## config.mk

```make
export PLATFORM = sky130hd
export DESIGN_NAME = markup_text_cleaner
export DESIGN_NICKNAME = d
export VERILOG_FILES = /design/src/hw/rtl/mtc_pkg.sv /design/src/hw/rtl/mtc_ctrl.sv /design/src/hw/rtl/mtc_dp.sv /design/src/hw/rtl/markup_text_cleaner.sv
export SDC_FILE = /design/constraint.sdc
export NUM_CORES = 1
export LEC_CHECK = 0
export BUFFER_PORTS_ARGS = -buffer_cell sky130_fd_sc_hd__buf_4
export CAP_MARGIN = 40
export CORE_ASPECT_RATIO = 1.25
export CORE_MARGIN = 2
export CORE_UTILIZATION = 58
export DETAILED_ROUTE_END_ITERATION = 10
export HOLD_SLACK_MARGIN = 0.02
export PLACE_DENSITY_LB_ADDON = 0.1
export SYNTH_ARGS = -nofsm -noshare
export SYNTH_HDL_FRONTEND = slang
export SYNTH_SLANG_ARGS = --single-unit
```

## constraint.sdc

```tcl
create_clock -name clk -period 6.65 [get_ports clk]
set_input_delay 1.33 -clock clk [delete_from_list [all_inputs] [get_ports clk]]
set_output_delay 1.33 -clock clk [all_outputs]
set_load 0.01 [all_outputs]
```

## src/hw/rtl/mtc_pkg.sv

```systemverilog
// ----------------------------------------------------------------------------
// mtc_pkg: shared types and tables for the markup text cleaner
// Holds sizes, character codes, controller/datapath command and status
// structs, and the named entity table.
// ----------------------------------------------------------------------------
`default_nettype none
package mtc_pkg;

  localparam int LA_BYTES   = 10;
  localparam int NAME_BYTES = 10;
  localparam int LA_W       = $clog2(LA_BYTES + 1);
  localparam int LA_IW      = $clog2(LA_BYTES);
  localparam int NAME_W     = $clog2(NAME_BYTES + 2);
  localparam int NAME_IW    = $clog2(NAME_BYTES);
  localparam int CODE_W     = 24;
  localparam int N_ENT      = 17;

  localparam logic [1:0] KIND_NONE    = 2'd0;
  localparam logic [1:0] KIND_OTHER   = 2'd1;
  localparam logic [1:0] KIND_NEWLINE = 2'd2;

  localparam logic [1:0] GAP_SPACE    = 2'b01;
  localparam logic [1:0] GAP_NEWLINE  = 2'b10;

  localparam logic [7:0] CH_AMP  = 8'h26;
  localparam logic [7:0] CH_LT   = 8'h3C;
  localparam logic [7:0] CH_GT   = 8'h3E;
  localparam logic [7:0] CH_SEMI = 8'h3B;
  localparam logic [7:0] CH_HASH = 8'h23;
  localparam logic [7:0] CH_SL   = 8'h2F;
  localparam logic [7:0] CH_SP   = 8'h20;
  localparam logic [7:0] CH_NL   = 8'h0A;
  localparam logic [7:0] CH_CR   = 8'h0D;
  localparam logic [7:0] CH_TAB  = 8'h09;

  typedef struct packed {
    logic absorb_in;
    logic absorb_rep;
    logic dec_ok;
    logic dec_fail;
    logic copy_step;
    logic put_step;
    logic end_step;
  } cmd_t;

  typedef struct packed {
    logic put_busy;
    logic out_free;
    logic fire;
    logic code_ok;
    logic rem_nz;
    logic rep_avail;
    logic copy_busy;
    logic last;
  } sts_t;

  function automatic logic is_alpha(input logic [7:0] c);
    return (c >= 8'h61 && c <= 8'h7A) || (c >= 8'h41 && c <= 8'h5A);
  endfunction

  function automatic logic is_digit(input logic [7:0] c);
    return c >= 8'h30 && c <= 8'h39;
  endfunction

  function automatic logic [7:0] to_lower(input logic [7:0] c);
    return (c >= 8'h41 && c <= 8'h5A) ? c + 8'd32 : c;
  endfunction

  // Names are left-justified in 48 bits.
  function automatic logic [47:0] ent_name(input logic [4:0] e);
    logic [47:0] w;
    case (e)
      5'd0:  w = {"amp", 24'h0};
      5'd1:  w = {"lt", 32'h0};
      5'd2:  w = {"gt", 32'h0};
      5'd3:  w = {"quot", 16'h0};
      5'd4:  w = {"apos", 16'h0};
      5'd5:  w = {"nbsp", 16'h0};
      5'd6:  w = {"ldquo", 8'h0};
      5'd7:  w = {"rdquo", 8'h0};
      5'd8:  w = {"lsquo", 8'h0};
      5'd9:  w = {"rsquo", 8'h0};
      5'd10: w = {"ndash", 8'h0};
      5'd11: w = {"mdash", 8'h0};
      5'd12: w = "hellip";
      5'd13: w = {"euro", 16'h0};
      5'd14: w = {"copy", 16'h0};
      5'd15: w = {"reg", 24'h0};
      5'd16: w = {"trade", 8'h0};
      default: w = '0;
    endcase
    return w;
  endfunction

  function automatic logic [3:0] ent_len(input logic [4:0] e);
    logic [3:0] n;
    case (e)
      5'd1, 5'd2: n = 4'd2;
      5'd0, 5'd15: n = 4'd3;
      5'd3, 5'd4, 5'd5, 5'd13, 5'd14: n = 4'd4;
      5'd12: n = 4'd6;
      5'd6, 5'd7, 5'd8, 5'd9, 5'd10, 5'd11, 5'd16: n = 4'd5;
      default: n = 4'd0;
    endcase
    return n;
  endfunction

  function automatic logic [15:0] ent_code(input logic [4:0] e);
    logic [15:0] v;
    case (e)
      5'd0:  v = 16'd38;
      5'd1:  v = 16'd60;
      5'd2:  v = 16'd62;
      5'd3:  v = 16'd34;
      5'd4:  v = 16'd39;
      5'd5:  v = 16'd32;
      5'd6:  v = 16'd8220;
      5'd7:  v = 16'd8221;
      5'd8:  v = 16'd8216;
      5'd9:  v = 16'd8217;
      5'd10: v = 16'd8211;
      5'd11: v = 16'd8212;
      5'd12: v = 16'd8230;
      5'd13: v = 16'd8364;
      5'd14: v = 16'd169;
      5'd15: v = 16'd174;
      5'd16: v = 16'd8482;
      default: v = 16'd0;
    endcase
    return v;
  endfunction

  function automatic logic [7:0] ent_chr(input logic [4:0] e, input logic [LA_W-1:0] k);
    logic [47:0] w;
    logic [7:0]  c;
    w = ent_name(e);
    case (k)
      LA_W'(0): c = w[47:40];
      LA_W'(1): c = w[39:32];
      LA_W'(2): c = w[31:24];
      LA_W'(3): c = w[23:16];
      LA_W'(4): c = w[15:8];
      LA_W'(5): c = w[7:0];
      default:  c = 8'h00;
    endcase
    return c;
  endfunction

endpackage
`default_nettype wire

```

## src/hw/rtl/mtc_ctrl.sv

```systemverilog
// ----------------------------------------------------------------------------
// mtc_ctrl: sequencing controller
// Takes a byte, then steps the entity check, replay, copy and output drain
// until the byte's work is done, and sends the end marker after the last byte.
// ----------------------------------------------------------------------------
`default_nettype none
module mtc_ctrl
  import mtc_pkg::*;
(
  input  logic clk,
  input  logic rst_n,
  input  logic in_valid,
  output logic in_stall,
  input  sts_t sts,
  output cmd_t cmd
);

  localparam logic [1:0] S_IN   = 2'd0;
  localparam logic [1:0] S_CHK  = 2'd1;
  localparam logic [1:0] S_COPY = 2'd2;
  localparam logic [1:0] S_END  = 2'd3;

  logic [1:0] state_r, state_nxt;

  assign in_stall = (state_r != S_IN);

  always_comb begin
    state_nxt = state_r;
    cmd       = '0;
    unique case (state_r)
      S_IN: begin
        if (in_valid) begin
          cmd.absorb_in = 1'b1;
          state_nxt     = S_CHK;
        end
      end
      S_CHK: begin
        if (sts.put_busy) begin
          cmd.put_step = 1'b1;
        end else if (sts.fire) begin
          if (sts.code_ok) begin
            cmd.dec_ok = 1'b1;
          end else begin
            cmd.dec_fail = 1'b1;
            if (sts.rem_nz) state_nxt = S_COPY;
          end
        end else if (sts.rep_avail) begin
          cmd.absorb_rep = 1'b1;
        end else if (sts.last) begin
          state_nxt = S_END;
        end else begin
          state_nxt = S_IN;
        end
      end
      S_COPY: begin
        if (sts.copy_busy) cmd.copy_step = 1'b1;
        else state_nxt = S_CHK;
      end
      S_END: begin
        cmd.end_step = 1'b1;
        if (sts.out_free) state_nxt = S_IN;
      end
      default: state_nxt = S_IN;
    endcase
  end

  always_ff @(posedge clk) begin
    if (!rst_n) state_r <= S_IN;
    else state_r <= state_nxt;
  end

endmodule
`default_nettype wire

```

## src/hw/rtl/mtc_dp.sv

```systemverilog
// ----------------------------------------------------------------------------
// mtc_dp: cleaner datapath
// Stream state, lookahead buffer with running entity decode, put queue with
// whitespace gap drain, and the output register.
// ----------------------------------------------------------------------------
`default_nettype none
module mtc_dp
  import mtc_pkg::*;
(
  input  logic       clk,
  input  logic       rst_n,
  input  cmd_t       cmd,
  output sts_t       sts,
  input  logic [7:0] in_text_byte,
  input  logic       in_end_of_text,
  input  logic       cfg_we,
  input  logic [7:0] cfg_data,
  output logic       out_valid,
  input  logic       out_stall,
  output logic [7:0] out_byte,
  output logic       out_byte_valid,
  output logic       out_end_marker
);

  logic              in_markup_r, in_markup_nxt;
  logic              closing_r, closing_nxt;
  logic              nf_r, nf_nxt;
  logic [7:0]        name_r [NAME_BYTES];
  logic [7:0]        name_nxt [NAME_BYTES];
  logic [NAME_W-1:0] nlen_r, nlen_nxt;
  logic              lws_r, lws_nxt;
  logic [1:0]        nlc_r, nlc_nxt;
  logic [1:0]        kind_r, kind_nxt;
  logic [1:0]        gap_r, gap_nxt;
  logic [7:0]        buf_r [LA_BYTES];
  logic [7:0]        buf_nxt [LA_BYTES];
  logic [LA_W-1:0]   cnt_r, cnt_nxt;
  logic [LA_W-1:0]   ri_r, ri_nxt;
  logic [LA_W-1:0]   rend_r, rend_nxt;
  logic              last_r, last_nxt;
  logic              hash_r, hash_nxt;
  logic              isx_r, isx_nxt;
  logic              semi_r, semi_nxt;
  logic [CODE_W-1:0] dec_r, dec_nxt;
  logic [CODE_W-1:0] hex_r, hex_nxt;
  logic [N_ENT-1:0]  alive_r, alive_nxt;
  logic [LA_W-1:0]   cp_dst_r, cp_dst_nxt;
  logic [LA_W-1:0]   cp_left_r, cp_left_nxt;
  logic [7:0]        pq_r [4];
  logic [7:0]        pq_nxt [4];
  logic [2:0]        pq_n_r, pq_n_nxt;
  logic [2:0]        pq_i_r, pq_i_nxt;
  logic              pq_ent_r, pq_ent_nxt;
  logic [7:0]        marker_r;
  logic              out_valid_r, out_valid_nxt;
  logic [7:0]        out_byte_r, out_byte_nxt;
  logic              out_bv_r, out_bv_nxt;
  logic              out_end_r, out_end_nxt;

  logic [7:0]        x_abs, x_p, rd_byte, l0, l1;
  logic              plain_en, out_free, emit;
  logic [15:0]       named;
  logic [CODE_W-1:0] code_w;
  logic [7:0]        u8 [4];
  logic [2:0]        u8_n;
  logic [LA_W-1:0]   k_pos, rem;
  logic [3:0]        hv;
  logic [NAME_W-1:0] tlen;
  logic              t_match, t_head, t_empty, t_back;
  logic [7:0]        low [NAME_BYTES];
  logic [79:0]       low_w;

  assign rd_byte  = buf_r[ri_r[LA_IW-1:0]];
  assign out_free = !out_valid_r || !out_stall;

  // Decoded code point from the running accumulators.
  always_comb begin
    named = '0;
    for (int e = 0; e < N_ENT; e++) begin
      if (alive_r[e]) named = named | ent_code(5'(e));
    end
    if (!semi_r) code_w = '0;
    else if (hash_r) code_w = isx_r ? hex_r : dec_r;
    else code_w = CODE_W'(named);
  end

  // UTF-8 encoding.
  always_comb begin
    u8[0] = code_w[7:0];
    u8[1] = 8'h00;
    u8[2] = 8'h00;
    u8[3] = 8'h00;
    u8_n  = 3'd1;
    if (code_w > CODE_W'(24'h7FF) && code_w > CODE_W'(24'hFFFF)) begin
      u8[0] = 8'hF0 | {5'd0, code_w[20:18]};
      u8[1] = 8'h80 | {2'd0, code_w[17:12]};
      u8[2] = 8'h80 | {2'd0, code_w[11:6]};
      u8[3] = 8'h80 | {2'd0, code_w[5:0]};
      u8_n  = 3'd4;
    end else if (code_w > CODE_W'(24'h7FF)) begin
      u8[0] = 8'hE0 | {4'd0, code_w[15:12]};
      u8[1] = 8'h80 | {2'd0, code_w[11:6]};
      u8[2] = 8'h80 | {2'd0, code_w[5:0]};
      u8_n  = 3'd3;
    end else if (code_w > CODE_W'(24'h7F)) begin
      u8[0] = 8'hC0 | {3'd0, code_w[10:6]};
      u8[1] = 8'h80 | {2'd0, code_w[5:0]};
      u8_n  = 3'd2;
    end
  end

  // Block tag match on the lowercased name.
  always_comb begin
    for (int i = 0; i < NAME_BYTES; i++) low[i] = to_lower(name_r[i]);
    low_w = {low[0], low[1], low[2], low[3], low[4], low[5], low[6], low[7], low[8], low[9]};
    l0    = low[0];
    l1    = low[1];
    tlen  = (nlen_r > NAME_W'(NAME_BYTES)) ? '0 : nlen_r;
    t_head  = (tlen == NAME_W'(2)) && l0 == "h" && l1 >= "1" && l1 <= "6";
    t_match = t_head
           || (tlen == NAME_W'(1) && l0 == "p")
           || (tlen == NAME_W'(3) && {l0, l1, low[2]} == "div")
           || (tlen == NAME_W'(2) && ({l0, l1} == "li" || {l0, l1} == "tr"
                                      || {l0, l1} == "br"))
           || (tlen == NAME_W'(10) && low_w == "blockquote");
    t_empty = (gap_r == 2'b00) && (kind_r == KIND_NONE);
    t_back  = (gap_r != 2'b00) ? gap_r[1] : (kind_r == KIND_NEWLINE);
  end

  assign k_pos = cnt_r - LA_W'(1);
  assign rem   = rend_r - ri_r;

  always_comb begin
    in_markup_nxt = in_markup_r;
    closing_nxt   = closing_r;
    nf_nxt        = nf_r;
    name_nxt      = name_r;
    nlen_nxt      = nlen_r;
    lws_nxt       = lws_r;
    nlc_nxt       = nlc_r;
    kind_nxt      = kind_r;
    gap_nxt       = gap_r;
    buf_nxt       = buf_r;
    cnt_nxt       = cnt_r;
    ri_nxt        = ri_r;
    rend_nxt      = rend_r;
    last_nxt      = last_r;
    hash_nxt      = hash_r;
    isx_nxt       = isx_r;
    semi_nxt      = semi_r;
    dec_nxt       = dec_r;
    hex_nxt       = hex_r;
    alive_nxt     = alive_r;
    cp_dst_nxt    = cp_dst_r;
    cp_left_nxt   = cp_left_r;
    pq_nxt        = pq_r;
    pq_n_nxt      = pq_n_r;
    pq_i_nxt      = pq_i_r;
    pq_ent_nxt    = pq_ent_r;
    emit          = 1'b0;
    out_byte_nxt  = out_byte_r;
    out_bv_nxt    = out_bv_r;
    out_end_nxt   = out_end_r;
    plain_en      = 1'b0;
    x_abs         = cmd.absorb_in ? in_text_byte : rd_byte;
    x_p           = x_abs;
    hv            = '0;

    if (cmd.absorb_in) begin
      last_nxt = in_end_of_text;
      ri_nxt   = '0;
      rend_nxt = '0;
    end
    if (cmd.absorb_rep) ri_nxt = ri_r + LA_W'(1);

    // Absorb: extend a held entity, start one, or process as plain text.
    if (cmd.absorb_in || cmd.absorb_rep) begin
      if (cnt_r != '0) begin
        if (cnt_r < LA_W'(LA_BYTES)) begin
          buf_nxt[cnt_r[LA_IW-1:0]] = x_abs;
          cnt_nxt  = cnt_r + LA_W'(1);
          semi_nxt = (x_abs == CH_SEMI);
          if (cnt_r == LA_W'(1)) hash_nxt = (x_abs == CH_HASH);
          if (cnt_r == LA_W'(2)) isx_nxt = (x_abs == "x") || (x_abs == "X");
          if (cnt_r >= LA_W'(2) && is_digit(x_abs))
            dec_nxt = {dec_r[CODE_W-4:0], 3'b000} + {dec_r[CODE_W-2:0], 1'b0}
                    + CODE_W'(x_abs - 8'h30);
          if (is_digit(x_abs)) hv = 4'(x_abs - 8'h30);
          else if (x_abs >= "a" && x_abs <= "f") hv = 4'(x_abs - 8'h57);
          else hv = 4'(x_abs - 8'h37);
          if (cnt_r >= LA_W'(3) && (is_digit(x_abs) || (x_abs >= "a" && x_abs <= "f")
                                    || (x_abs >= "A" && x_abs <= "F")))
            hex_nxt = {hex_r[CODE_W-5:0], hv};
          for (int e = 0; e < N_ENT; e++) begin
            if (k_pos < LA_W'(ent_len(5'(e))))
              alive_nxt[e] = alive_r[e] && (x_abs == ent_chr(5'(e), k_pos));
            else if (k_pos == LA_W'(ent_len(5'(e))))
              alive_nxt[e] = alive_r[e] && (x_abs == CH_SEMI);
            else
              alive_nxt[e] = 1'b0;
          end
        end
      end else if (x_abs == CH_AMP) begin
        buf_nxt[0] = x_abs;
        cnt_nxt    = LA_W'(1);
        hash_nxt   = 1'b0;
        isx_nxt    = 1'b0;
        semi_nxt   = 1'b0;
        dec_nxt    = '0;
        hex_nxt    = '0;
        alive_nxt  = '1;
      end else begin
        plain_en = 1'b1;
      end
    end

    // Failed entity: the ampersand goes out as text, held bytes replay.
    if (cmd.dec_fail) begin
      cnt_nxt     = '0;
      plain_en    = 1'b1;
      x_p         = CH_AMP;
      cp_dst_nxt  = cnt_r;
      cp_left_nxt = rem;
      rend_nxt    = cnt_r + rem;
      if (rem == '0) ri_nxt = LA_W'(1);
    end

    if (cmd.dec_ok) begin
      cnt_nxt = '0;
      if (code_w == CODE_W'(32)) begin
        if (!lws_r) begin
          gap_nxt = GAP_SPACE;
          lws_nxt = 1'b1;
        end
      end else begin
        pq_nxt     = u8;
        pq_n_nxt   = u8_n;
        pq_i_nxt   = '0;
        pq_ent_nxt = 1'b1;
        lws_nxt    = 1'b0;
      end
    end

    // Move the unread tail behind the failed entity's bytes.
    if (cmd.copy_step && cp_left_r != '0) begin
      buf_nxt[cp_dst_r[LA_IW-1:0]] = rd_byte;
      cp_dst_nxt  = cp_dst_r + LA_W'(1);
      cp_left_nxt = cp_left_r - LA_W'(1);
      ri_nxt      = (cp_left_r == LA_W'(1)) ? LA_W'(1) : ri_r + LA_W'(1);
    end

    if (plain_en) begin
      if (x_p == CH_LT) begin
        in_markup_nxt = 1'b1;
        closing_nxt   = 1'b0;
        nf_nxt        = 1'b0;
        nlen_nxt      = '0;
      end else if (x_p == CH_GT) begin
        in_markup_nxt = 1'b0;
        nlen_nxt      = '0;
        nf_nxt        = 1'b0;
        closing_nxt   = 1'b0;
        if (t_match) begin
          if (!t_empty && !t_back) begin
            gap_nxt = gap_r | GAP_NEWLINE;
            lws_nxt = 1'b1;
          end
          if (t_head && !closing_r) begin
            pq_nxt[0]  = marker_r;
            pq_n_nxt   = 3'd1;
            pq_i_nxt   = '0;
            pq_ent_nxt = 1'b0;
          end
        end
      end else if (in_markup_r) begin
        if (nlen_r == '0) begin
          if (x_p == CH_SL) begin
            closing_nxt = 1'b1;
          end else if (is_alpha(x_p)) begin
            name_nxt[0] = x_p;
            nlen_nxt    = NAME_W'(1);
          end
        end else if (!nf_r) begin
          if (is_alpha(x_p) || is_digit(x_p)) begin
            if (nlen_r < NAME_W'(NAME_BYTES)) begin
              name_nxt[nlen_r[NAME_IW-1:0]] = x_p;
              nlen_nxt = nlen_r + NAME_W'(1);
            end else begin
              nlen_nxt = NAME_W'(NAME_BYTES + 1);
              nf_nxt   = 1'b1;
            end
          end else begin
            nf_nxt = 1'b1;
          end
        end
      end else if (x_p == CH_NL || x_p == CH_CR || x_p == CH_TAB || x_p == CH_SP) begin
        if (x_p == CH_NL && nlc_r < 2'd2) nlc_nxt = nlc_r + 2'd1;
        if (!lws_r) begin
          gap_nxt = GAP_SPACE;
          lws_nxt = 1'b1;
        end
      end else begin
        if (nlc_r >= 2'd2 && gap_r == GAP_SPACE) gap_nxt = GAP_NEWLINE;
        nlc_nxt    = '0;
        lws_nxt    = 1'b0;
        pq_nxt[0]  = x_p;
        pq_n_nxt   = 3'd1;
        pq_i_nxt   = '0;
        pq_ent_nxt = 1'b0;
      end
    end

    // Drain: held whitespace first, then the queued bytes.
    if (cmd.put_step && out_free) begin
      emit        = 1'b1;
      out_bv_nxt  = 1'b1;
      out_end_nxt = 1'b0;
      if (gap_r[0]) begin
        out_byte_nxt = CH_SP;
        gap_nxt      = gap_r & ~GAP_SPACE;
      end else if (gap_r[1]) begin
        out_byte_nxt = CH_NL;
        gap_nxt      = gap_r & ~GAP_NEWLINE;
      end else begin
        out_byte_nxt = pq_r[pq_i_r[1:0]];
        pq_i_nxt     = pq_i_r + 3'd1;
        kind_nxt     = (pq_ent_r && pq_r[pq_i_r[1:0]] == CH_NL) ? KIND_NEWLINE : KIND_OTHER;
      end
    end

    if (cmd.end_step && out_free) begin
      emit          = 1'b1;
      out_byte_nxt  = 8'h00;
      out_bv_nxt    = 1'b0;
      out_end_nxt   = 1'b1;
      in_markup_nxt = 1'b0;
      closing_nxt   = 1'b0;
      nf_nxt        = 1'b0;
      nlen_nxt      = '0;
      lws_nxt       = 1'b1;
      nlc_nxt       = '0;
      kind_nxt      = KIND_NONE;
      gap_nxt       = '0;
      cnt_nxt       = '0;
      ri_nxt        = '0;
      rend_nxt      = '0;
      last_nxt      = 1'b0;
    end

    out_valid_nxt = (out_valid_r && out_stall) ? 1'b1 : emit;
  end

  always_comb begin
    sts.put_busy  = (pq_i_r != pq_n_r);
    sts.out_free  = out_free;
    sts.fire      = (cnt_r != '0) && (semi_r || cnt_r >= LA_W'(LA_BYTES)
                                      || (last_r && ri_r >= rend_r));
    sts.code_ok   = (code_w != '0);
    sts.rem_nz    = (rem != '0);
    sts.rep_avail = (ri_r < rend_r);
    sts.copy_busy = (cp_left_r != '0);
    sts.last      = last_r;
  end

  always_ff @(posedge clk) begin
    if (!rst_n) begin
      in_markup_r <= 1'b0;
      closing_r   <= 1'b0;
      nf_r        <= 1'b0;
      nlen_r      <= '0;
      lws_r       <= 1'b1;
      nlc_r       <= '0;
      kind_r      <= KIND_NONE;
      gap_r       <= '0;
      cnt_r       <= '0;
      ri_r        <= '0;
      rend_r      <= '0;
      last_r      <= 1'b0;
      cp_left_r   <= '0;
      pq_n_r      <= '0;
      pq_i_r      <= '0;
      out_valid_r <= 1'b0;
      marker_r    <= 8'd1;
    end else begin
      in_markup_r <= in_markup_nxt;
      closing_r   <= closing_nxt;
      nf_r        <= nf_nxt;
      nlen_r      <= nlen_nxt;
      lws_r       <= lws_nxt;
      nlc_r       <= nlc_nxt;
      kind_r      <= kind_nxt;
      gap_r       <= gap_nxt;
      cnt_r       <= cnt_nxt;
      ri_r        <= ri_nxt;
      rend_r      <= rend_nxt;
      last_r      <= last_nxt;
      cp_left_r   <= cp_left_nxt;
      pq_n_r      <= pq_n_nxt;
      pq_i_r      <= pq_i_nxt;
      out_valid_r <= out_valid_nxt;
      if (cfg_we) marker_r <= cfg_data;
    end
  end

  always_ff @(posedge clk) begin
    name_r     <= name_nxt;
    buf_r      <= buf_nxt;
    hash_r     <= hash_nxt;
    isx_r      <= isx_nxt;
    semi_r     <= semi_nxt;
    dec_r      <= dec_nxt;
    hex_r      <= hex_nxt;
    alive_r    <= alive_nxt;
    cp_dst_r   <= cp_dst_nxt;
    pq_r       <= pq_nxt;
    pq_ent_r   <= pq_ent_nxt;
    out_byte_r <= out_byte_nxt;
    out_bv_r   <= out_bv_nxt;
    out_end_r  <= out_end_nxt;
  end

  assign out_valid      = out_valid_r;
  assign out_byte       = out_byte_r;
  assign out_byte_valid = out_bv_r;
  assign out_end_marker = out_end_r;

endmodule
`default_nettype wire

```

## src/hw/rtl/markup_text_cleaner.sv

```systemverilog
// ----------------------------------------------------------------------------
// markup_text_cleaner: tag stripper and entity decoder for a text byte stream
// Strips tags, decodes entities to UTF-8, collapses whitespace, turns block
// tags into newlines and closes each text with an end marker beat.
// ----------------------------------------------------------------------------
//  channel | handshake           | payload
//  --------+---------------------+---------------------------------------------
//  in      | in_valid / in_stall | in_text_byte[7:0], in_end_of_text
//  out     | out_valid/out_stall | out_byte[7:0], out_byte_valid, out_end_marker
//  cfg     | cfg_we              | cfg_data[7:0] (heading marker, reset 1)
//
//  A beat is absorbed, then the sequencer steps through each output beat, each
//  entity decision and a closing step before it takes the next beat. A failed
//  entity replays each held byte, and moves the unread bytes behind them when
//  any remain; the end of a text adds the end marker beat.
//  Reset is synchronous, active low; it needs no clearing pass.
//  An output stall holds the sequencer; the output register holds its beat.
// ----------------------------------------------------------------------------
`default_nettype none
module markup_text_cleaner
  import mtc_pkg::*;
(
  input  logic       clk,
  input  logic       rst_n,
  input  logic       in_valid,
  output logic       in_stall,
  input  logic [7:0] in_text_byte,
  input  logic       in_end_of_text,
  output logic       out_valid,
  input  logic       out_stall,
  output logic [7:0] out_byte,
  output logic       out_byte_valid,
  output logic       out_end_marker,
  input  logic       cfg_we,
  input  logic [7:0] cfg_data
);

  // Controller issues one command per cycle; datapath reports back status.
  cmd_t cmd;
  sts_t sts;

  mtc_ctrl u_ctrl (
    .clk      (clk),
    .rst_n    (rst_n),
    .in_valid (in_valid),
    .in_stall (in_stall),
    .sts      (sts),
    .cmd      (cmd)
  );

  // Datapath holds all stream state, the lookahead buffer and output beat.
  mtc_dp u_dp (
    .clk            (clk),
    .rst_n          (rst_n),
    .cmd            (cmd),
    .sts            (sts),
    .in_text_byte   (in_text_byte),
    .in_end_of_text (in_end_of_text),
    .cfg_we         (cfg_we),
    .cfg_data       (cfg_data),
    .out_valid      (out_valid),
    .out_stall      (out_stall),
    .out_byte       (out_byte),
    .out_byte_valid (out_byte_valid),
    .out_end_marker (out_end_marker)
  );

endmodule
`default_nettype wire

```

; ---- Word-level counts from Yosys, hierarchy flattened
; Index checks and enable logic that the tools add are counted.
[word_totals]
register_bits = 323
output_inout_bits = 12
elab_cells = 792
[op_classes]
n_addsub = 26
magnitude_cmp = 60
eq_ne = 82
n_mux = 398
bitwise = 30
n_reduce_logical = 139
[ops]
columns = operator, count
row1 = 8-bit 2-to-1 mux, 103
row2 = 16-bit 2-to-1 mux, 34
row3 = 80-bit 2-to-1 mux, 6
row4 = 7-bit one-hot mux with 5 select lines, 8
row5 = 24-bit 2-to-1 mux, 11
row6 = 16-bit bitwise OR, 16
row7 = 4-bit 2-to-1 mux, 62
row8 = 80-bit bitwise mux, 3
row9 = 7-bit one-hot mux with 4 select lines, 5
row10 = 8-bit equality test, 17
row11 = "8-bit by 7-bit >= comparator with 1-bit output, second input constant", 14
row12 = "8-bit by 7-bit <= comparator with 1-bit output, second input constant", 14
row13 = 8-bit demux with 4-bit select, 3
row14 = 1-bit 2-to-1 mux, 95
row15 = "8-bit by 6-bit adder with 8-bit output, second input constant", 10
row16 = "80-bit by 79-bit equality test with 1-bit output, second input constant", 1
row17 = 1-bit logical AND, 75
row18 = 3-bit 2-to-1 mux, 25
row19 = 72-bit 2-to-1 mux, 1
row20 = 32-bit 2-to-1 mux, 2
row21 = 2-bit 2-to-1 mux, 29
row22 = "8-bit by 6-bit equality test with 1-bit output, second input constant", 7
row23 = 17-bit 2-to-1 mux, 3
row24 = 24-bit adder, 2
row25 = 70 further kinds, 189

; ---- Depth between registers and ports, before layout
; Gate-level depths: netlist (run 1).
[depth]
ltp_word = 53
depth_mapped = 24
ltp_nobuf = 19

; ---- Modules after synthesis
; From an unflattened synthesis (run 1), not the netlist that was laid out.
[hier_totals]
cells_unflattened = 2118
area_unflattened_um2 = 19189.7
[modules_own_cells]
columns = module, instances, cells_each, area_per_inst_um2, seq_area_each_um2
row1 = mtc_dp, 1, 2083, 18918.1, 8077.7
row2 = mtc_ctrl, 1, 35, 271.5, 40.0

; ---- Worst setup path before layout (run 1)
; OpenSTA, ideal clock, no wires.
[synth_path]
path_kind = input to register
start = input in_valid
end = register u_dp.hex_r[0], enable pin
setup_time_ns = 0.381
t_arrival_ns = 6.352
setup_slack_ns = -0.083
path_stages = 14
cell_sequence = nor3b_2 > o31ai_1 > a21oi_1 > clkbuf_1 > clkbuf_1 > buf_1 > ha_1 > nand2_1 > a211oi_1 > a32oi_1 > or3_1 > a21oi_1 > o311ai_0 > nand2_1
[synth_via]
elab_chain_cells = 10
word_cells_on_any_way = 20
[synth_rtl]
columns = element, line_no
row1 = "start, declared", markup_text_cleaner.sv:25  ; input logic in_valid,
row2 = 1-bit 2-to-1 mux *, mtc_ctrl.sv:32  ; if (in_valid) begin
row3 = 1-bit 2-to-1 mux *, mtc_ctrl.sv:30  ; unique case (state_r)
row4 = 8-bit 2-to-1 mux, mtc_dp.sv:165  ; x_abs = cmd.absorb_in ? in_text_byte : rd_byte;
row5 = 8-bit by 6-bit >= comparator with 1-bit output (tied with other cells), mtc_pkg.sv:62  ; return c >= 8'h30 && c <= 8'h39;
row6 = 1-bit logical AND (on tied branches), "mtc_pkg.sv:62, mtc_dp.sv:191"
row7 = 1-bit logical OR, mtc_dp.sv:191  ; if (cnt_r >= LA_W'(3) && (is_digit(x_abs) || (x_abs >= "a" && x_abs <= "f")
row8 = 1-bit logical OR, mtc_dp.sv:192  ; || (x_abs >= "A" && x_abs <= "F")))
row9 = 1-bit logical AND, mtc_dp.sv:191
row10 = 2-bit inequality test (no source line), -
row11 = 4-bit AND reduction (no source line) *, -
row12 = "end signal, assigned", mtc_dp.sv:412  ; hex_r <= hex_nxt;
row13 = "end, declared", mtc_dp.sv:45  ; logic [CODE_W-1:0] hex_r, hex_nxt;
; Every way passes the cells marked *; elsewhere a longest branch is shown, timed or not.
; A chain may end at the register's enable or synchronous reset.

; ---- Final worst setup path (run 1)
[layout_path]
start = register u_dp.ri_r[2]
end = register u_dp.dec_r[23] (data pin)
[layout_via]
elab_chain_cells = 10
[layout_rtl]
columns = element, line_no
row1 = "start, declared", mtc_dp.sv:38  ; logic [LA_W-1:0] ri_r, ri_nxt;
row2 = "start signal, assigned", mtc_dp.sv:394  ; ri_r <= ri_nxt;
row3 = 4-bit inverter with 5-bit output (not written as such), mtc_dp.sv:73  ; assign rd_byte = buf_r[ri_r[LA_IW-1:0]];
row4 = 8-bit binary-select mux with 4-bit select, mtc_dp.sv:73
row5 = 8-bit 2-to-1 mux (not written as such) (2 in a row), mtc_dp.sv:73
row6 = 8-bit 2-to-1 mux, mtc_dp.sv:165
row7 = 8-bit by 6-bit subtractor with 9-bit output, mtc_dp.sv:187  ; + CODE_W'(x_abs - 8'h30);
row8 = 24-bit adder, mtc_dp.sv:187
row9 = 24-bit 2-to-1 mux, mtc_dp.sv:185  ; if (cnt_r >= LA_W'(2) && is_digit(x_abs))
row10 = 24-bit 2-to-1 mux, mtc_dp.sv:179  ; if (cnt_r < LA_W'(LA_BYTES)) begin
row11 = 24-bit 2-to-1 mux, mtc_dp.sv:178  ; if (cnt_r != '0) begin
row12 = "end signal, assigned", mtc_dp.sv:411  ; dec_r <= dec_nxt;
row13 = "end, declared", mtc_dp.sv:44  ; logic [CODE_W-1:0] dec_r, dec_nxt;
; Every way passes these cells. The select of a mux whose other input is x is not followed.

==> results of run 1 <==
-- metal layers --
metal / vias up / GRT usage [%] / routed length, um
met5: - / 0 / 0
li1: 7385 / - / -
met1: 7629 / 39.75 / 22490
met4: 0 / 14.38 / 2307
met3: 152 / 3.813 / 3412
met2: 645 / 55.33 / 26620
-- worst register-to-register path, delay by kind of cell (launching register included) --
family                   cells  cell delay [ps]
buffers and inverters        3              720
AO/OA/AOI/OAI                8             1420
AND/OR/NAND/NOR              5             1050
flip-flops                   1              790
multiplexers                 1              350
adder cells (fa/ha/maj)      3             1120
-- metrics by stage --
step	power (W)	instance area (um2)	util (%)	hold slack (ps)
after floorplan	0.003249	19050	-	439.1
after global placement	0.003736	19660	60.48	434.3
after detailed placement	0.003767	19710	60.65	441.9
after CTS	0.005657	20810	64.03	450.6
after global routing	0.005879	20810	64.03	477.1
final	0.005662	20810	64.03	444.6
-- kinds of logic after synthesis --
kind of cell | count (synthesis) | synth area share [%]
AO/OA/AOI/OAI | 497 | 17.11
adder cells (fa/ha/maj) | 91 | 6.883
AND/OR/NAND/NOR | 742 | 19.68
buffers and inverters | 197 | 4.190
multiplexers | 107 | 6.857
XOR/XNOR | 58 | 2.667
flip-flops | 319 | 42.61
-- path summary, 6_finish.rpt --
path,start,end,slack [ps],depth (start not counted)
worst max-delay path,u_dp.ri_r[2]$_SDFF_PP0_,u_dp.dec_r[23]$_SDFFCE_PP0P_,930,20
worst min-delay path,u_dp.out_byte_valid$_SDFFE_PP0P_,u_dp.out_byte_valid$_SDFFE_PP0P_,440,2
worst max register to register,u_dp.ri_r[2]$_SDFF_PP0_,u_dp.dec_r[23]$_SDFFCE_PP0P_,930,20
worst min register to register,u_dp.out_byte_valid$_SDFFE_PP0P_,u_dp.out_byte_valid$_SDFFE_PP0P_,440,2
-- layout by cell type (no fill, tap or decap), types with 12 or more instances in the layout --
cell type,Yosys,final
nand3_1,72,72
nor2_1,188,187
xor2_1,15,15
o211ai_1,20,20
nor2b_1,23,23
nand2b_1,14,14
buf_4,6,80
nor3_1,51,51
a211oi_1,22,22
a31oi_1,21,21
clkbuf_1,90,12
ha_1,68,68
xnor2_1,43,43
nand2_1,200,200
mux4_2,16,16
a21o_1,16,16
o21ai_0,145,145
dfxtp_1,146,146
nand4_1,17,17
edfxtp_1,173,173
and2_1,43,43
nor4_1,15,15
mux2_2,28,28
o31ai_1,12,12
fa_1,23,23
o22ai_1,17,17
a21oi_1,111,107
mux2i_1,63,63
clkbuf_16,0,35
and3_1,26,26
inv_1,65,65
-- power breakdown --
part | internal [W] | switching, W
Clock | 0.00111 | 0.000799
Combinational | 0.000532 | 0.000977
Sequential | 0.00219 | 0.0000622
-- flip-flops by register name, summed over array words and instances (netlist names), 3 cells and up --
name / flops
u_dp.pq_i_r: 3
u_dp.pq_n_r: 3
u_dp.marker_r: 8
u_dp.buf_r: 80
u_dp.ri_r: 4
u_dp.nlen_r: 4
u_dp.pq_r: 29
u_dp.cp_left_r: 4
u_dp.rend_r: 4
u_dp.out_byte: 8
u_dp.name_r: 80
u_dp.alive_r: 17
u_dp.dec_r: 24
u_dp.cnt_r: 4
u_dp.cp_dst_r: 4
u_dp.hex_r: 24
-- final cells by class --
cell class / instances / area [um2] / area share (%)
multi-input cells: 1495 / 10180 / 48.93
flip-flops and latches: 319 / 8118 / 39.01
clock buffers: 52 / 983.4 / 4.726
repair buffers: 84 / 626.9 / 3.013
well taps: 418 / 523.0 / 2.514
inverters: 70 / 262.8 / 1.263
clock inverters: 10 / 112.6 / 0.5412
==> results.json, run 1 <==
{
  "crit_family": "compound AO/OA/AOI/OAI gates",
  "setup_viol_count_final": 0,
  "grt-ovfl-total": 0,
  "slowest_stage": "dfxtp_1",
  "synth_area_um2": 19050,
  "p_leak_nw": 8.252,
  "ctsHoldBuffers": 0,
  "cts_tree": "done",
  "start_util_pct": 58.62,
  "drc_errors": 0,
  "cts_resized": 0,
  "postSynthCellCount": 2011,
  "place_inst": 2386,
  "via_per_inst": 6.459,
  "ir_drop_v": 0.0002081,
  "power_density_nw_per_um2": 272.1,
  "rsz0062_at_grt": "false",
  "ys_warn_count": 0,
  "critical_path_arrival_ps": 5980,
  "start_kind": "register",
  "cts_root_buffer": "clkbuf_16",
  "synth_edf_count": 173,
  "htreeDepth": 2,
  "ys_types": 101,
  "status": "finished clean",
  "maxCapViolations": 0,
  "cp_common_cell": "o21ai_0",
  "fin_crit_sh_pct": 86.03,
  "worst_slew_pin_slew_ps": 975.6,
  "ys_seq_area_share_pct": 42.61,
  "period_minus_slack_ps": 5721,
  "synth_top_area_share_pct": 27.27,
  "syn_nets": 2124,
  "setup_ws_ps": 928.8,
  "finalSetupTns_ps": 0,
  "area_growth_pct": 9.228,
  "synth_ff_type": "edfxtp_1",
  "ys_ff_latch": 319,
  "worst_hold_path_type": "register to register",
  "wirelength_mm": 54.83,
  "stdcell_count": 2448,
  "hpwl_mm": 38.63,
  "synthArstFlopShare_pct": 0,
  "nets": 2118,
  "max_stage_delay_ps": 790,
  "syn_avg_cell_area_um2": 9.473,
  "n_antenna_cell": 0,
  "vias": 15810,
  "grt_first_pass_wirelength_mm": 85.84,
  "rows": 74,
  "yosys.area.top_type": "edfxtp_1",
  "cts_inserted_buffers": 35,
  "finalClockSkew_ps": 16.29,
  "die_w_um": 166.1,
  "ios": 34,
  "cp_data_required_time_ps": 6900,
  "die_h_um": 206.6,
  "cts_setup_buffers": 0,
  "drive_above_1_share_pct": 11.08,
  "ys_top_cells_by_count": "nand2_1 (200), nor2_1 (188), edfxtp_1 (173)",
  "fmax_mhz": 174.8,
  "first_iter_violations": 1496,
  "cp-end-kind": "register",
  "cts_sinks": 319,
  "antenna_found_initial": 0,
  "wire_per_inst_um": 22.40,
  "synth_most_common_cell": "nand2_1",
  "grt_pass1_vias": 15350,
  "coreArea_um2": 32500,
  "max_slew_margin_pct": 34.46,
  "fill_cells": 2704,
  "cts_buffer_depth": 3,
  "yosys-top-cells-area": "edfxtp_1 (27%), dfxtp_1 (15%), ha_1 (4.5%), nand2_1 (3.9%), o21ai_0 (3.8%)",
  "drt_first_pass_iters": 5,
  "port_buffers": 33,
  "grt.total_usage_pct": 31.69,
  "clkSlewWorstSetupHoldPaths_ps": 60,
  "path_class": "register to register",
  "place_congestion": 0.9258,
  "cp_max_fo": 16,
  "grt_max_degree": 39,
  "hold_viol": 0,
  "clk_latency_ps": 540,
  "dieArea_um2": 34320,
  "path_cells": "buf_4, mux4_2, o21ai_0, o22a_1, a21o_1, clkinv_1, ha_1, nor2_2, buf_4, fa_1, ha_1, a21oi_1, nor2b_1, o21ai_0, nand2b_1, a221oi_1, o21ai_0, nor4_1, or3_1, a21oi_1",
  "path_buf_inv": 3,
  "drtAntennaViolNets": 0,
  "place_ws_ps": 644.8,
  "drv_slew": 0
}
(Power assumes the default switching activity.)
==> run 2, diff against run 1 <==
--- a/config.mk
+++ b/config.mk
@@ -13,6 +13,7 @@
 export DETAILED_ROUTE_END_ITERATION = 10
 export HOLD_SLACK_MARGIN = 0.02
 export PLACE_DENSITY_LB_ADDON = 0.1
+export RECOVER_POWER = 100
 export SYNTH_ARGS = -nofsm -noshare
 export SYNTH_HDL_FRONTEND = slang
 export SYNTH_SLANG_ARGS = --single-unit
==> constraint.sdc (replaced) <==
create_clock -name clk -period 6.65 [get_ports clk]
set_input_delay 0.665 -clock clk [delete_from_list [all_inputs] [get_ports clk]]
set_output_delay 0.665 -clock clk [all_outputs]
set_load 0.01 [all_outputs]
==> results.json, run 2 (synthesized netlist as in run 1, its figures left out) <==
{
  "cp_max_fo": 19,
  "rsz0062_at_grt": "false",
  "n_antenna_cell": 0,
  "die_h_um": 206.6,
  "port_buffers": 33,
  "start_kind": "register",
  "place_congestion": 0.9332,
  "final_common_cell": "nand2_1",
  "violations": "max-capacitance violations, max-slew violations",
  "cp_data_required_time_ps": 7040,
  "reg.largest.list": "u_dp.buf_r (80), u_dp.name_r (80), u_dp.pq_r (29)",
  "grt-ovfl-total": 0,
  "drive_above_1_share_pct": 9.095,
  "hpwl_mm": 38.78,
  "status": "complete, but fails checks",
  "cts_setup_buffers": 0,
  "cts_inserted_buffers": 35,
  "cp-end-kind": "register",
  "setup_viol_count_final": 0,
  "slowest_stage": "dfxtp_1",
  "cts_resized": 0,
  "fin_crit_sh_pct": 90.88,
  "fmax_mhz": 165.5,
  "vias": 15810,
  "clkSlewWorstSetupHoldPaths_ps": 60,
  "maxCapViolations": 1,
  "grt_pass1_vias": 15260,
  "max_slew_margin_pct": -18.23,
  "grt_first_pass_wirelength_mm": 84.97,
  "cts_buffer_depth": 3,
  "grt_max_degree": 39,
  "start_util_pct": 58.62,
  "period_minus_slack_ps": 6044,
  "antenna_found_initial": 0,
  "coreArea_um2": 32500,
  "power_density_nw_per_um2": 270.7,
  "layout_common_cells": "nand2_1 (200), nor2_1 (187), edfxtp_1 (173)",
  "dieArea_um2": 34320,
  "p_leak_nw": 8.092,
  "ios": 34,
  "cts_tree": "done",
  "ctsHoldBuffers": 0,
  "drt_first_pass_iters": 5,
  "area_growth_pct": 8.112,
  "setup_ws_ps": 606.2,
  "die_w_um": 166.1,
  "utilization_pct": 63.37,
  "drv_slew": 34,
  "drtAntennaViolNets": 0,
  "wirelength_mm": 54.61,
  "path_cells": "mux4_2, nor2_1, o22a_1, a21o_1, clkbuf_1, ha_1, inv_1, fa_1, inv_1, ha_1, nand2_1, o211ai_1, nand3_1, a31oi_1, a221oi_1, o21ai_0, nor4_1, or3_1, a21oi_1",
  "worst_slew_pin_slew_ps": 1773,
  "path_buf_inv": 3,
  "place_ws_ps": 776.5,
  "drc_errors": 0,
  "fill_cells": 2738,
  "via_per_inst": 6.478,
  "hold_viol": 0,
  "worst_hold_path_type": "input port to register",
  "max_stage_delay_ps": 870,
  "finalSetupTns_ps": 0,
  "cts_root_buffer": "clkbuf_16",
  "nets": 2111,
  "cts_sinks": 319,
  "finalClockSkew_ps": 14.44,
  "rows": 74,
  "ir_drop_v": 0.0002283,
  "crit_family": "compound AO/OA/AOI/OAI gates",
  "first_iter_violations": 1587,
  "grt.total_usage_pct": 31.39,
  "htreeDepth": 2,
  "path_class": "register to register",
  "clk_latency_ps": 540,
  "wire_per_inst_um": 22.37,
  "critical_path_arrival_ps": 6430
}
run 2: cell count changes in the layout (fill, tap and decap cells not counted), sizes merged:
| cell | change |
|---|---|
| bufinv | -2 |
| clkbuf | +27 |
| buf | -35 |
| clkinvlp | +1 |
| clkinv | +2 |
run 2: per-stage QoR:
stage,std cells,total power [W],hold WS (ps),area (um2)
after floorplan,2011,0.003248,439.1,19050
after global placement,2371,0.003717,432.6,19600
after detailed placement,2379,0.003749,437.9,19670
after CTS,2441,0.005607,349.2,20740
after global routing,2441,0.005776,376.2,20590
final,2441,0.005575,371.5,20590
run 2: final timing paths:
kind                                                  startpoint                          endpoint  slack, ps  cells past startpoint
worst max-delay path                     u_dp.ri_r[1]$_SDFF_PP0_      u_dp.dec_r[23]$_SDFFCE_PP0P_        610                     19
worst min-delay path                                 cfg_data[4]     u_dp.marker_r[4]$_SDFFE_PN0P_        370                      3
worst max register to register           u_dp.ri_r[1]$_SDFF_PP0_      u_dp.dec_r[23]$_SDFFCE_PP0P_        610                     19
worst min register to register  u_dp.out_end_marker$_SDFFE_PP1P_  u_dp.out_end_marker$_SDFFE_PP1P_        440                      2
run 2: where the power goes:
group          internal (W)  leakage [nW]  switching, W
clock network       0.00105         0.533      0.000822
logic              0.000495          4.80      0.000963
registers           0.00219          2.76     0.0000575
run 2: layer usage:
layer,up-vias,routed length [um],track usage (%)
met4,0,2552,14.88
met2,632,26670,54.93
met5,-,0,0
li1,7346,-,-
met3,151,3329,4.328
met1,7685,22060,38.68
run 2: cell type report:
class / count / area (um2) / area share [%]
clock inverter: 11 / 73.82 / 0.3584
multi-input combinational: 1495 / 10130 / 49.19
sequential: 319 / 8118 / 39.42
timing repair buffer: 77 / 485.5 / 2.357
inverter: 70 / 262.8 / 1.276
tap: 418 / 523.0 / 2.539
clock buffer: 51 / 1001 / 4.860
run 2: worst register-to-register path, delay by kind of cell, from the launching register on:
family                   cells  cell delay (ps)
AND/OR/NAND/NOR              5              780
flip-flops                   1              870
adder cells (fa/ha/maj)      3             1130
AO/OA/AOI/OAI                7             1790
buffers and inverters        3              750
multiplexers                 1              600
